### src/rtl/dorl_pkg.sv
// dorl_pkg: shared widths, register indexes and reset values for the
// dram open-row latency block. No dependencies.

package dorl_pkg;

  // table geometry
  localparam int BANKS       = 16;
  localparam int BANK_W      = $clog2(BANKS);

  // field widths
  localparam int ADDR_W      = 32;
  localparam int COUNT_W     = 16;
  localparam int LAT_W       = 32;
  localparam int ROW_W       = 32;
  localparam int CHUNK_W     = 16;

  // configuration port
  localparam int CFG_IDX_W   = 3;
  localparam int CFG_DATA_W  = 18;

  // register widths
  localparam int COL_BITS_W  = 5;
  localparam int BANK_BITS_W = 3;
  localparam int BLEN_W      = 9;
  localparam int TICK_W      = 16;
  localparam int PEN_W       = 18;

  // clamps on the address split
  localparam logic [COL_BITS_W-1:0]  MAX_COL_BITS  = 5'd16;
  localparam logic [BANK_BITS_W-1:0] MAX_BANK_BITS = 3'd4;

  // register indexes
  localparam logic [CFG_IDX_W-1:0] REG_COL_BITS     = 3'd0;
  localparam logic [CFG_IDX_W-1:0] REG_BANK_BITS    = 3'd1;
  localparam logic [CFG_IDX_W-1:0] REG_BURST_LENGTH = 3'd2;
  localparam logic [CFG_IDX_W-1:0] REG_CAS_LATENCY  = 3'd3;
  localparam logic [CFG_IDX_W-1:0] REG_BURST_TIME   = 3'd4;
  localparam logic [CFG_IDX_W-1:0] REG_MISS_PENALTY = 3'd5;

  // reset values
  localparam logic [COL_BITS_W-1:0]  COL_BITS_RST     = 5'd10;
  localparam logic [BANK_BITS_W-1:0] BANK_BITS_RST    = 3'd3;
  localparam logic [BLEN_W-1:0]      BURST_LENGTH_RST = 9'd64;
  localparam logic [TICK_W-1:0]      CAS_LATENCY_RST  = 16'd14;
  localparam logic [TICK_W-1:0]      BURST_TIME_RST   = 16'd4;
  localparam logic [PEN_W-1:0]       MISS_PENALTY_RST = 18'd64;

  typedef logic [ADDR_W-1:0]  addr_t;
  typedef logic [COUNT_W-1:0] count_t;
  typedef logic [LAT_W-1:0]   lat_t;
  typedef logic [ROW_W-1:0]   row_t;
  typedef logic [BANK_W-1:0]  bank_t;

endpackage

### src/rtl/dorl_if.sv
// dorl_if: valid/ready channels for requests and latency results.
// Depends on dorl_pkg for the payload types.

interface dorl_req_if;
  import dorl_pkg::*;
  logic   valid;
  logic   ready;
  addr_t  byte_address;
  count_t byte_count;

  modport source (output valid, output byte_address, output byte_count, input ready);
  modport sink   (input valid, input byte_address, input byte_count, output ready);
endinterface

interface dorl_rsp_if;
  import dorl_pkg::*;
  logic valid;
  logic ready;
  lat_t latency_ticks;

  modport source (output valid, output latency_ticks, input ready);
  modport sink   (input valid, input latency_ticks, output ready);
endinterface

### src/rtl/dram_open_row_latency.sv
// dram_open_row_latency: top level, request splitter, burst divider and
// open-row table. Depends on dorl_pkg and the channels in dorl_if.
//
// Usage:
//   req carries byte_address and byte_count; one transfer on req gives
//   exactly one transfer on rsp with latency_ticks, in request order.
//   The cfg port (cfg_we, cfg_index, cfg_data) writes the six timing and
//   geometry registers; write only while no request is in flight.
//   A request is cut into chunks that stay inside one row. Each chunk
//   is first split and its open-row table entry read; the burst count
//   then comes from the burst-count divider at one quotient bit per
//   cycle, is multiplied by the burst time, and last the chunk's latency
//   is accumulated and the table written back. rsp.valid rises at the
//   same edge as req.ready goes high again, also for a zero-size request;
//   a new request is taken only once the previous one is finished.
//   The result sits in an output register, so req.ready returns as soon
//   as the result is loaded, even while rsp is stalled; a second finished
//   result waits inside until the register is taken.
//   Reset restores the register defaults and marks every bank's open row
//   as row zero through per-bank valid bits; no clearing pass is needed.

module dram_open_row_latency import dorl_pkg::*; (
  input  logic                  clk,
  input  logic                  rst,
  input  logic                  cfg_we,
  input  logic [CFG_IDX_W-1:0]  cfg_index,
  input  logic [CFG_DATA_W-1:0] cfg_data,
  dorl_req_if.sink              req,
  dorl_rsp_if.source            rsp
);

  localparam logic [2:0] S_IDLE  = 3'd0;
  localparam logic [2:0] S_CHUNK = 3'd1;
  localparam logic [2:0] S_DIV   = 3'd2;
  localparam logic [2:0] S_MUL   = 3'd3;
  localparam logic [2:0] S_ACC   = 3'd4;
  localparam logic [2:0] S_DONE  = 3'd5;

  localparam int DIV_STEPS = CHUNK_W;
  localparam int STEP_W    = $clog2(DIV_STEPS);
  localparam int SHIFT_W   = 6;
  localparam int ROOM_W    = CHUNK_W + 1;
  localparam int BURSTS_W  = CHUNK_W + 1;
  localparam int PROD_W    = BURSTS_W + TICK_W;
  localparam int SUM_W     = PROD_W + 2;

  // configuration registers
  logic [COL_BITS_W-1:0]  col_bits;
  logic [BANK_BITS_W-1:0] bank_bits;
  logic [BLEN_W-1:0]      burst_length;
  logic [TICK_W-1:0]      cas_latency;
  logic [TICK_W-1:0]      burst_time;
  logic [PEN_W-1:0]       miss_penalty;

  // control and datapath registers
  logic [2:0]          state;
  addr_t               base;
  count_t              size;
  count_t              offset;
  lat_t                total;
  logic [CHUNK_W-1:0]  chunk;
  bank_t               bank;
  row_t                row;
  logic [CHUNK_W-1:0]  dq;
  logic [BLEN_W-1:0]   rem;
  logic [STEP_W-1:0]   step;
  logic [PROD_W-1:0]   prod;
  logic                out_valid;
  lat_t                out_data;

  // open-row table: memory plus per-bank valid bits
  row_t                row_mem [BANKS];
  row_t                rdata;
  logic [BANKS-1:0]    row_valid;

  // combinational signals
  logic [COL_BITS_W-1:0]  cb;
  logic [BANK_BITS_W-1:0] bb;
  logic [BLEN_W-1:0]      blen;
  addr_t                  cur_addr;
  logic [ROOM_W-1:0]      row_size;
  logic [ROOM_W-1:0]      col;
  logic [ROOM_W-1:0]      room;
  count_t                 remain;
  logic [CHUNK_W-1:0]     chunk_c;
  bank_t                  bank_mask;
  bank_t                  bank_c;
  row_t                   row_c;
  logic [BLEN_W:0]        rem_sh;
  logic                   div_ge;
  logic [BLEN_W-1:0]      rem_n;
  logic [BURSTS_W-1:0]    bursts;
  logic [PROD_W-1:0]      prod_c;
  row_t                   open_row;
  logic                   miss;
  logic [SUM_W-1:0]       sum;
  lat_t                   total_sat;
  count_t                 offset_n;
  logic                   out_free;

  // configuration writes
  always_ff @(posedge clk) begin
    if (rst) begin
      col_bits     <= COL_BITS_RST;
      bank_bits    <= BANK_BITS_RST;
      burst_length <= BURST_LENGTH_RST;
      cas_latency  <= CAS_LATENCY_RST;
      burst_time   <= BURST_TIME_RST;
      miss_penalty <= MISS_PENALTY_RST;
    end else if (cfg_we) begin
      unique case (cfg_index)
        REG_COL_BITS:     col_bits     <= cfg_data[COL_BITS_W-1:0];
        REG_BANK_BITS:    bank_bits    <= cfg_data[BANK_BITS_W-1:0];
        REG_BURST_LENGTH: burst_length <= cfg_data[BLEN_W-1:0];
        REG_CAS_LATENCY:  cas_latency  <= cfg_data[TICK_W-1:0];
        REG_BURST_TIME:   burst_time   <= cfg_data[TICK_W-1:0];
        REG_MISS_PENALTY: miss_penalty <= cfg_data[PEN_W-1:0];
        default: ;
      endcase
    end
  end

  // clamped geometry
  assign cb   = (col_bits > MAX_COL_BITS) ? MAX_COL_BITS : col_bits;
  assign bb   = (bank_bits > MAX_BANK_BITS) ? MAX_BANK_BITS : bank_bits;
  assign blen = (burst_length == '0) ? BLEN_W'(1) : burst_length;

  // chunk split: column, room left in the row, bank and row of this chunk
  assign cur_addr  = base + ADDR_W'(offset);
  assign row_size  = ROOM_W'(1) << cb;
  assign col       = cur_addr[ROOM_W-1:0] & (row_size - ROOM_W'(1));
  assign room      = row_size - col;
  assign remain    = size - offset;
  assign chunk_c   = (ROOM_W'(remain) > room) ? room[CHUNK_W-1:0] : remain;
  assign bank_mask = BANK_W'((5'd1 << bb) - 5'd1);
  assign bank_c    = BANK_W'(cur_addr >> cb) & bank_mask;
  assign row_c     = ROW_W'(cur_addr >> (SHIFT_W'(cb) + SHIFT_W'(bb)));

  // restoring divider step, one quotient bit per cycle
  assign rem_sh = {rem, dq[CHUNK_W-1]};
  assign div_ge = rem_sh >= {1'b0, blen};
  assign rem_n  = div_ge ? BLEN_W'(rem_sh - {1'b0, blen}) : rem_sh[BLEN_W-1:0];

  // ceiling of the quotient, then burst time
  assign bursts = BURSTS_W'(dq) + BURSTS_W'(rem != '0);
  assign prod_c = bursts * burst_time;

  // hit check and saturating accumulate
  assign open_row  = row_valid[bank] ? rdata : '0;
  assign miss      = open_row != row;
  assign sum       = SUM_W'(total) + SUM_W'(cas_latency) + SUM_W'(prod)
                   + (miss ? SUM_W'(miss_penalty) : SUM_W'(0));
  assign total_sat = (sum > SUM_W'({LAT_W{1'b1}})) ? {LAT_W{1'b1}} : sum[LAT_W-1:0];
  assign offset_n  = offset + chunk;

  assign out_free  = !out_valid || rsp.ready;
  assign req.ready = (state == S_IDLE);

  // request sequencer
  always_ff @(posedge clk) begin
    if (rst) begin
      state <= S_IDLE;
    end else begin
      unique case (state)
        S_IDLE: begin
          if (req.valid) begin
            state <= (req.byte_count == '0) ? S_DONE : S_CHUNK;
          end
        end
        S_CHUNK: state <= S_DIV;
        S_DIV: begin
          if (step == STEP_W'(DIV_STEPS - 1)) begin
            state <= S_MUL;
          end
        end
        S_MUL: state <= S_ACC;
        S_ACC: state <= (offset_n == size) ? S_DONE : S_CHUNK;
        S_DONE: begin
          if (out_free) begin
            state <= S_IDLE;
          end
        end
        default: state <= S_IDLE;
      endcase
    end
  end

  // datapath registers
  always_ff @(posedge clk) begin
    unique case (state)
      S_IDLE: begin
        base   <= req.byte_address;
        size   <= req.byte_count;
        offset <= '0;
        total  <= '0;
      end
      S_CHUNK: begin
        chunk <= chunk_c;
        bank  <= bank_c;
        row   <= row_c;
        dq    <= chunk_c;
        rem   <= '0;
        step  <= '0;
      end
      S_DIV: begin
        dq   <= {dq[CHUNK_W-2:0], div_ge};
        rem  <= rem_n;
        step <= step + STEP_W'(1);
      end
      S_MUL: prod <= prod_c;
      S_ACC: begin
        total  <= total_sat;
        offset <= offset_n;
      end
      default: ;
    endcase
  end

  // open-row memory: one read and one write port, registered read data
  always_ff @(posedge clk) begin
    if (state == S_ACC && miss) begin
      row_mem[bank] <= row;
    end
    if (state == S_CHUNK) begin
      rdata <= row_mem[bank_c];
    end
  end

  // valid bits stand for the all-zero reset contents
  always_ff @(posedge clk) begin
    if (rst) begin
      row_valid <= '0;
    end else if (state == S_ACC && miss) begin
      row_valid[bank] <= 1'b1;
    end
  end

  // output register
  always_ff @(posedge clk) begin
    if (rst) begin
      out_valid <= 1'b0;
    end else if (state == S_DONE && out_free) begin
      out_valid <= 1'b1;
    end else if (rsp.ready) begin
      out_valid <= 1'b0;
    end
  end

  always_ff @(posedge clk) begin
    if (state == S_DONE && out_free) begin
      out_data <= total;
    end
  end

  assign rsp.valid         = out_valid;
  assign rsp.latency_ticks = out_data;

endmodule

### src/flat_wrapper.sv
// flat-port wrapper written by rule: the top's interface ports become plain ports
module dram_open_row_latency_flat import dorl_pkg::*;
  (clk, rst, cfg_we, cfg_index, cfg_data, req_valid, req_byte_address, req_byte_count, req_ready, rsp_valid, rsp_latency_ticks, rsp_ready);
  dorl_req_if req_i ();
  dorl_rsp_if rsp_i ();
  input  logic clk;
  input  logic rst;
  input  logic cfg_we;
  input  logic [CFG_IDX_W-1:0] cfg_index;
  input  logic [CFG_DATA_W-1:0] cfg_data;
  input wire logic [$bits(req_i.valid)-1:0] req_valid;
  input wire logic [$bits(req_i.byte_address)-1:0] req_byte_address;
  input wire logic [$bits(req_i.byte_count)-1:0] req_byte_count;
  output wire logic [$bits(req_i.ready)-1:0] req_ready;
  output wire logic [$bits(rsp_i.valid)-1:0] rsp_valid;
  output wire logic [$bits(rsp_i.latency_ticks)-1:0] rsp_latency_ticks;
  input wire logic [$bits(rsp_i.ready)-1:0] rsp_ready;
  assign req_i.valid = req_valid;
  assign req_i.byte_address = req_byte_address;
  assign req_i.byte_count = req_byte_count;
  assign req_ready = req_i.ready;
  assign rsp_valid = rsp_i.valid;
  assign rsp_latency_ticks = rsp_i.latency_ticks;
  assign rsp_i.ready = rsp_ready;
  dram_open_row_latency u_core (.clk(clk), .rst(rst), .cfg_we(cfg_we), .cfg_index(cfg_index), .cfg_data(cfg_data), .req(req_i), .rsp(rsp_i));
endmodule
### config.mk
export PLATFORM = sky130hd
export DESIGN_NAME = dram_open_row_latency_flat
export DESIGN_NICKNAME = d
export VERILOG_FILES = /design/src/rtl/dorl_pkg.sv /design/src/rtl/dorl_if.sv /design/src/rtl/dram_open_row_latency.sv /design/src/flat_wrapper.sv
export SDC_FILE = /design/constraint.sdc
export NUM_CORES = 2
export LEC_CHECK = 0
export BUFFER_PORTS_ARGS = -buffer_cell sky130_fd_sc_hd__buf_2
export CAP_MARGIN = 20
export CORE_UTILIZATION = 35
export CTS_CLUSTER_SIZE = 30
export DETAILED_ROUTE_END_ITERATION = 12
export SLEW_MARGIN = 5
export SYNTH_ARGS = -nofsm -noshare
export SYNTH_HDL_FRONTEND = slang
export SYNTH_SLANG_ARGS = --single-unit
### constraint.sdc
create_clock -name clk -period 19.5 [get_ports clk]
set_input_delay 0.975 -clock clk [delete_from_list [all_inputs] [get_ports clk]]
set_output_delay 0.975 -clock clk [all_outputs]
set_load 0.05 [all_outputs]
==> impl_metrics.toml <==
[timing]
finalMaxSlewViolations = 0
period_share_pct = 45.4
tns_ns = 0
slew-limit-headroom_pct = 27.2
finalClockSkew_ns = 0.0585
setup_violations = 0
rsz0062_at_grt = "no"
min_period_ns = 8.86
hold_viol = 0
fmax_ghz = 0.113
worst_pin_slew_ns = 1.09

[power_and_ir_drop]
p_leak_nw = 22.4
ir_drop_v = 0.000168
p_per_area_nw_per_um2 = 124

[route]
dr.pass1.iters = 5
ant_nets = 0
drt_iter0_markers = 3366
routedWlPerCell_um = 20.7
routed_wl_um = 148000
met1_length_um = 64000
wl_met3_um = 9990
vias = 39100
topRoutingLayerUsed = "met5"
drc = 0
viasPerCell = 5.47
wl_met2_um = 69600

[worst_setup_path]
reg2reg_from = "u_core.bank[0]"
critPathTopFamily = "simple AND/OR/NAND/NOR gates"
cp_num_buf_inv = 2
crit_path_top_delay_cell = "mux4_2"
critPathCaptureType = "register"
reg2reg_to = "u_core.total[4]"
r2r_cells = 25
path_common_cell = "a21oi_1"
crit_fanout = 34
cpPeakStageDelay_ns = 0.82
required_ns = 19.91
path_class = "reg2reg"
crit_cells = 25
crit_arrival_ns = 9.27
endpoint = "u_core.total[4]"
r2r_setup_slack_ns = 10.64
crit_path_start = "u_core.bank[0]"
cp-start-kind = "register"

[cts]
cts_buffer_depth = 3
clock-sinks = 873
cts_inserted_buffers = 95
root_buffer = "clkbuf_16"
clk_pin_slew_ns = 0.06
ctsHoldBuffers = 0
cts-resized-gates = 0
htree_levels = 3
insertion_delay_ns = 0.75
postCtsSetupBuffers = 0
cts_tree = "built"

[final_layout]
drive_above_1_share_pct = 8.79
final_nets = 5622
seqCellArea_sq_um = 25300
multi_input_area_sq_um = 25600
n_fill_cell = 14700
areaGrowthSynthToFinish_pct = 11.3
final_cell_area_sq_um = 59400

[logic_synthesis]
synth_top_area_cell = "edfxtp_1"
synth_cell_type_count = 95
synth-edff-count = 786
post_synth_mux_area_share_pct = 2.93
async_flop_share_pct = 0
synth_top_family_by_area = "simple AND/OR/NAND/NOR gates"
syn_avg_cell_area_sq_um = 10.5
synthXorXnorAreaFrac_pct = 3.34
synth-seq-cells = 873
synthCells = 5067
ys_warn_count = 0
yosysTopAreaCellShare_pct = 44.2
yosys.area_share.adder_pct = 14.6
synth_compound_area_share_pct = 12.0
synth_commonest_cells = "edfxtp_1 (786), nand2_1 (531), nand3_1 (458)"
netlist_area_sq_um = 53400
yosysSeqAreaShare_pct = 47.4
yosys.area_share.simple_pct = 14.7
synthTopCellsByArea = "edfxtp_1 (44%), fa_1 (8.7%), ha_1 (5.9%)"
yosysMostFrequentCell = "edfxtp_1"
synth_flop_cell = "edfxtp_1"
syn_nets = 5625

[placement]
place.gp.congestion = 0.880
portBuffers = 107
placed_area_sq_um = 56200
dp_hpwl_um = 94100

[floorplanning]
dieArea_sq_um = 154000
core-area_sq_um = 151000
start_util_pct = 35.5
rows = 142
ios = 108
die_y_um = 393
die_x_um = 393

[global_route]
track_usage_pct = 19.2
grt_start_max_net_pins = 149
grt_pass1_wl_um = 229000
grt_pass1_vias = 39000
grt-ovfl-total = 0
antenna_found_initial = 2

[outcome]
status = "finished, final reports clean"

[hold_path]
worstHoldPathType = "in2reg"

[flow_run]
cap_violations = 0
[state kept, by name (all words and copies together) (netlist names), 18 cells and up]
signal	count
u_core.row_mem	512
u_core.prod	33
u_core.base	32
u_core.rdata	32
u_core.row	32
u_core.rsp.latency_ticks	32
u_core.total	32
u_core.miss_penalty	18
[per-layer routing]
layer,vias to the layer above,track usage [%]
li1,18100,-
met1,19400,26.0
met2,1330,31.2
met3,259,3.19
met4,2,6.35
met5,-,0
[worst min-delay path by stage]
stage,start,to,slack [ns],cells past startpoint
6_report,req_byte_address[18],u_core.base[18],0.43,1
5_1_grt,req_byte_address[25],u_core.base[25],0.40,1
4_1_cts,req_byte_address[3],u_core.base[3],0.37,1
3_5_place_dp,u_core.miss_penalty[1],u_core.miss_penalty[1],0.45,2
3_3_place_gp,u_core.miss_penalty[17],u_core.miss_penalty[17],0.44,2
2_1_floorplan,u_core.total[21],u_core.rsp.latency_ticks[21],0.43,0
[cell type report]
cell class	count	share of cell area, %
multi-input combinational	3504	43.2
sequential	873	42.6
clock buffer	125	4.33
tap	2016	4.24
inverter	402	2.54
timing repair buffer	188	2.02
clock inverter	52	1.08
antenna	1	0.00421
[power by group]
part           internal [mW]  leakage, nW  switching, mW
Combinational           1.09         12.9           1.89
Clock                   1.06         1.56          0.788
Sequential              2.33         7.96          0.190
Total                   4.48         22.4           2.87
[cells by family after synthesis]
group | count (synthesis)
mux | 137
fa+ha+maj | 484
buf+inv | 690
simple gates | 1641
flops | 873
compound gates | 1041
xor+xnor | 201
[placed cells by master, fill, tap and decap left out, drive strengths merged, types with 14 or more instances in the layout]
cell    synthesis  final
clkinv          1     42
clkbuf        222    125
o21ai         332    332
or3            15     15
dfxtp          87     87
buf            66    188
nor4           51     51
a211oi         29     29
xor2           77     77
xnor2         123    123
a211o          16     16
a21o           59     59
mux2           29     29
nor2          217    217
a21oi         325    325
ha            251    251
fa            233    233
o31ai          29     29
o22ai          25     25
a22oi          14     14
o211ai         25     25
mux2i          96     96
nor3           61     61
a32o           35     35
o21a           25     25
inv           401    402
o21bai         16     16
nand3         458    458
or2            17     17
edfxtp        786    786
and3           31     31
nor2b          24     24
nand4          26     26
nand2         531    531
a31oi          24     24
nand2b         32     32
and2          134    134
[metrics by stage]
step / hold slack, ns / total power [mW] / utilization [%] / setup WS (ns) / cells
after floorplan: 0.426 / 4.55 / - / 11.80 / 5067
after global placement: 0.444 / 5.48 / 37.3 / 10.87 / 6981
after detailed placement: 0.447 / 5.51 / 37.3 / 10.81 / 6981
after CTS: 0.371 / 7.38 / 39.4 / 10.74 / 7158
after global routing: 0.404 / 7.80 / 39.4 / 10.20 / 7160
final: 0.430 / 7.36 / 39.5 / 10.64 / 7161
(Power assumes the default switching activity.)
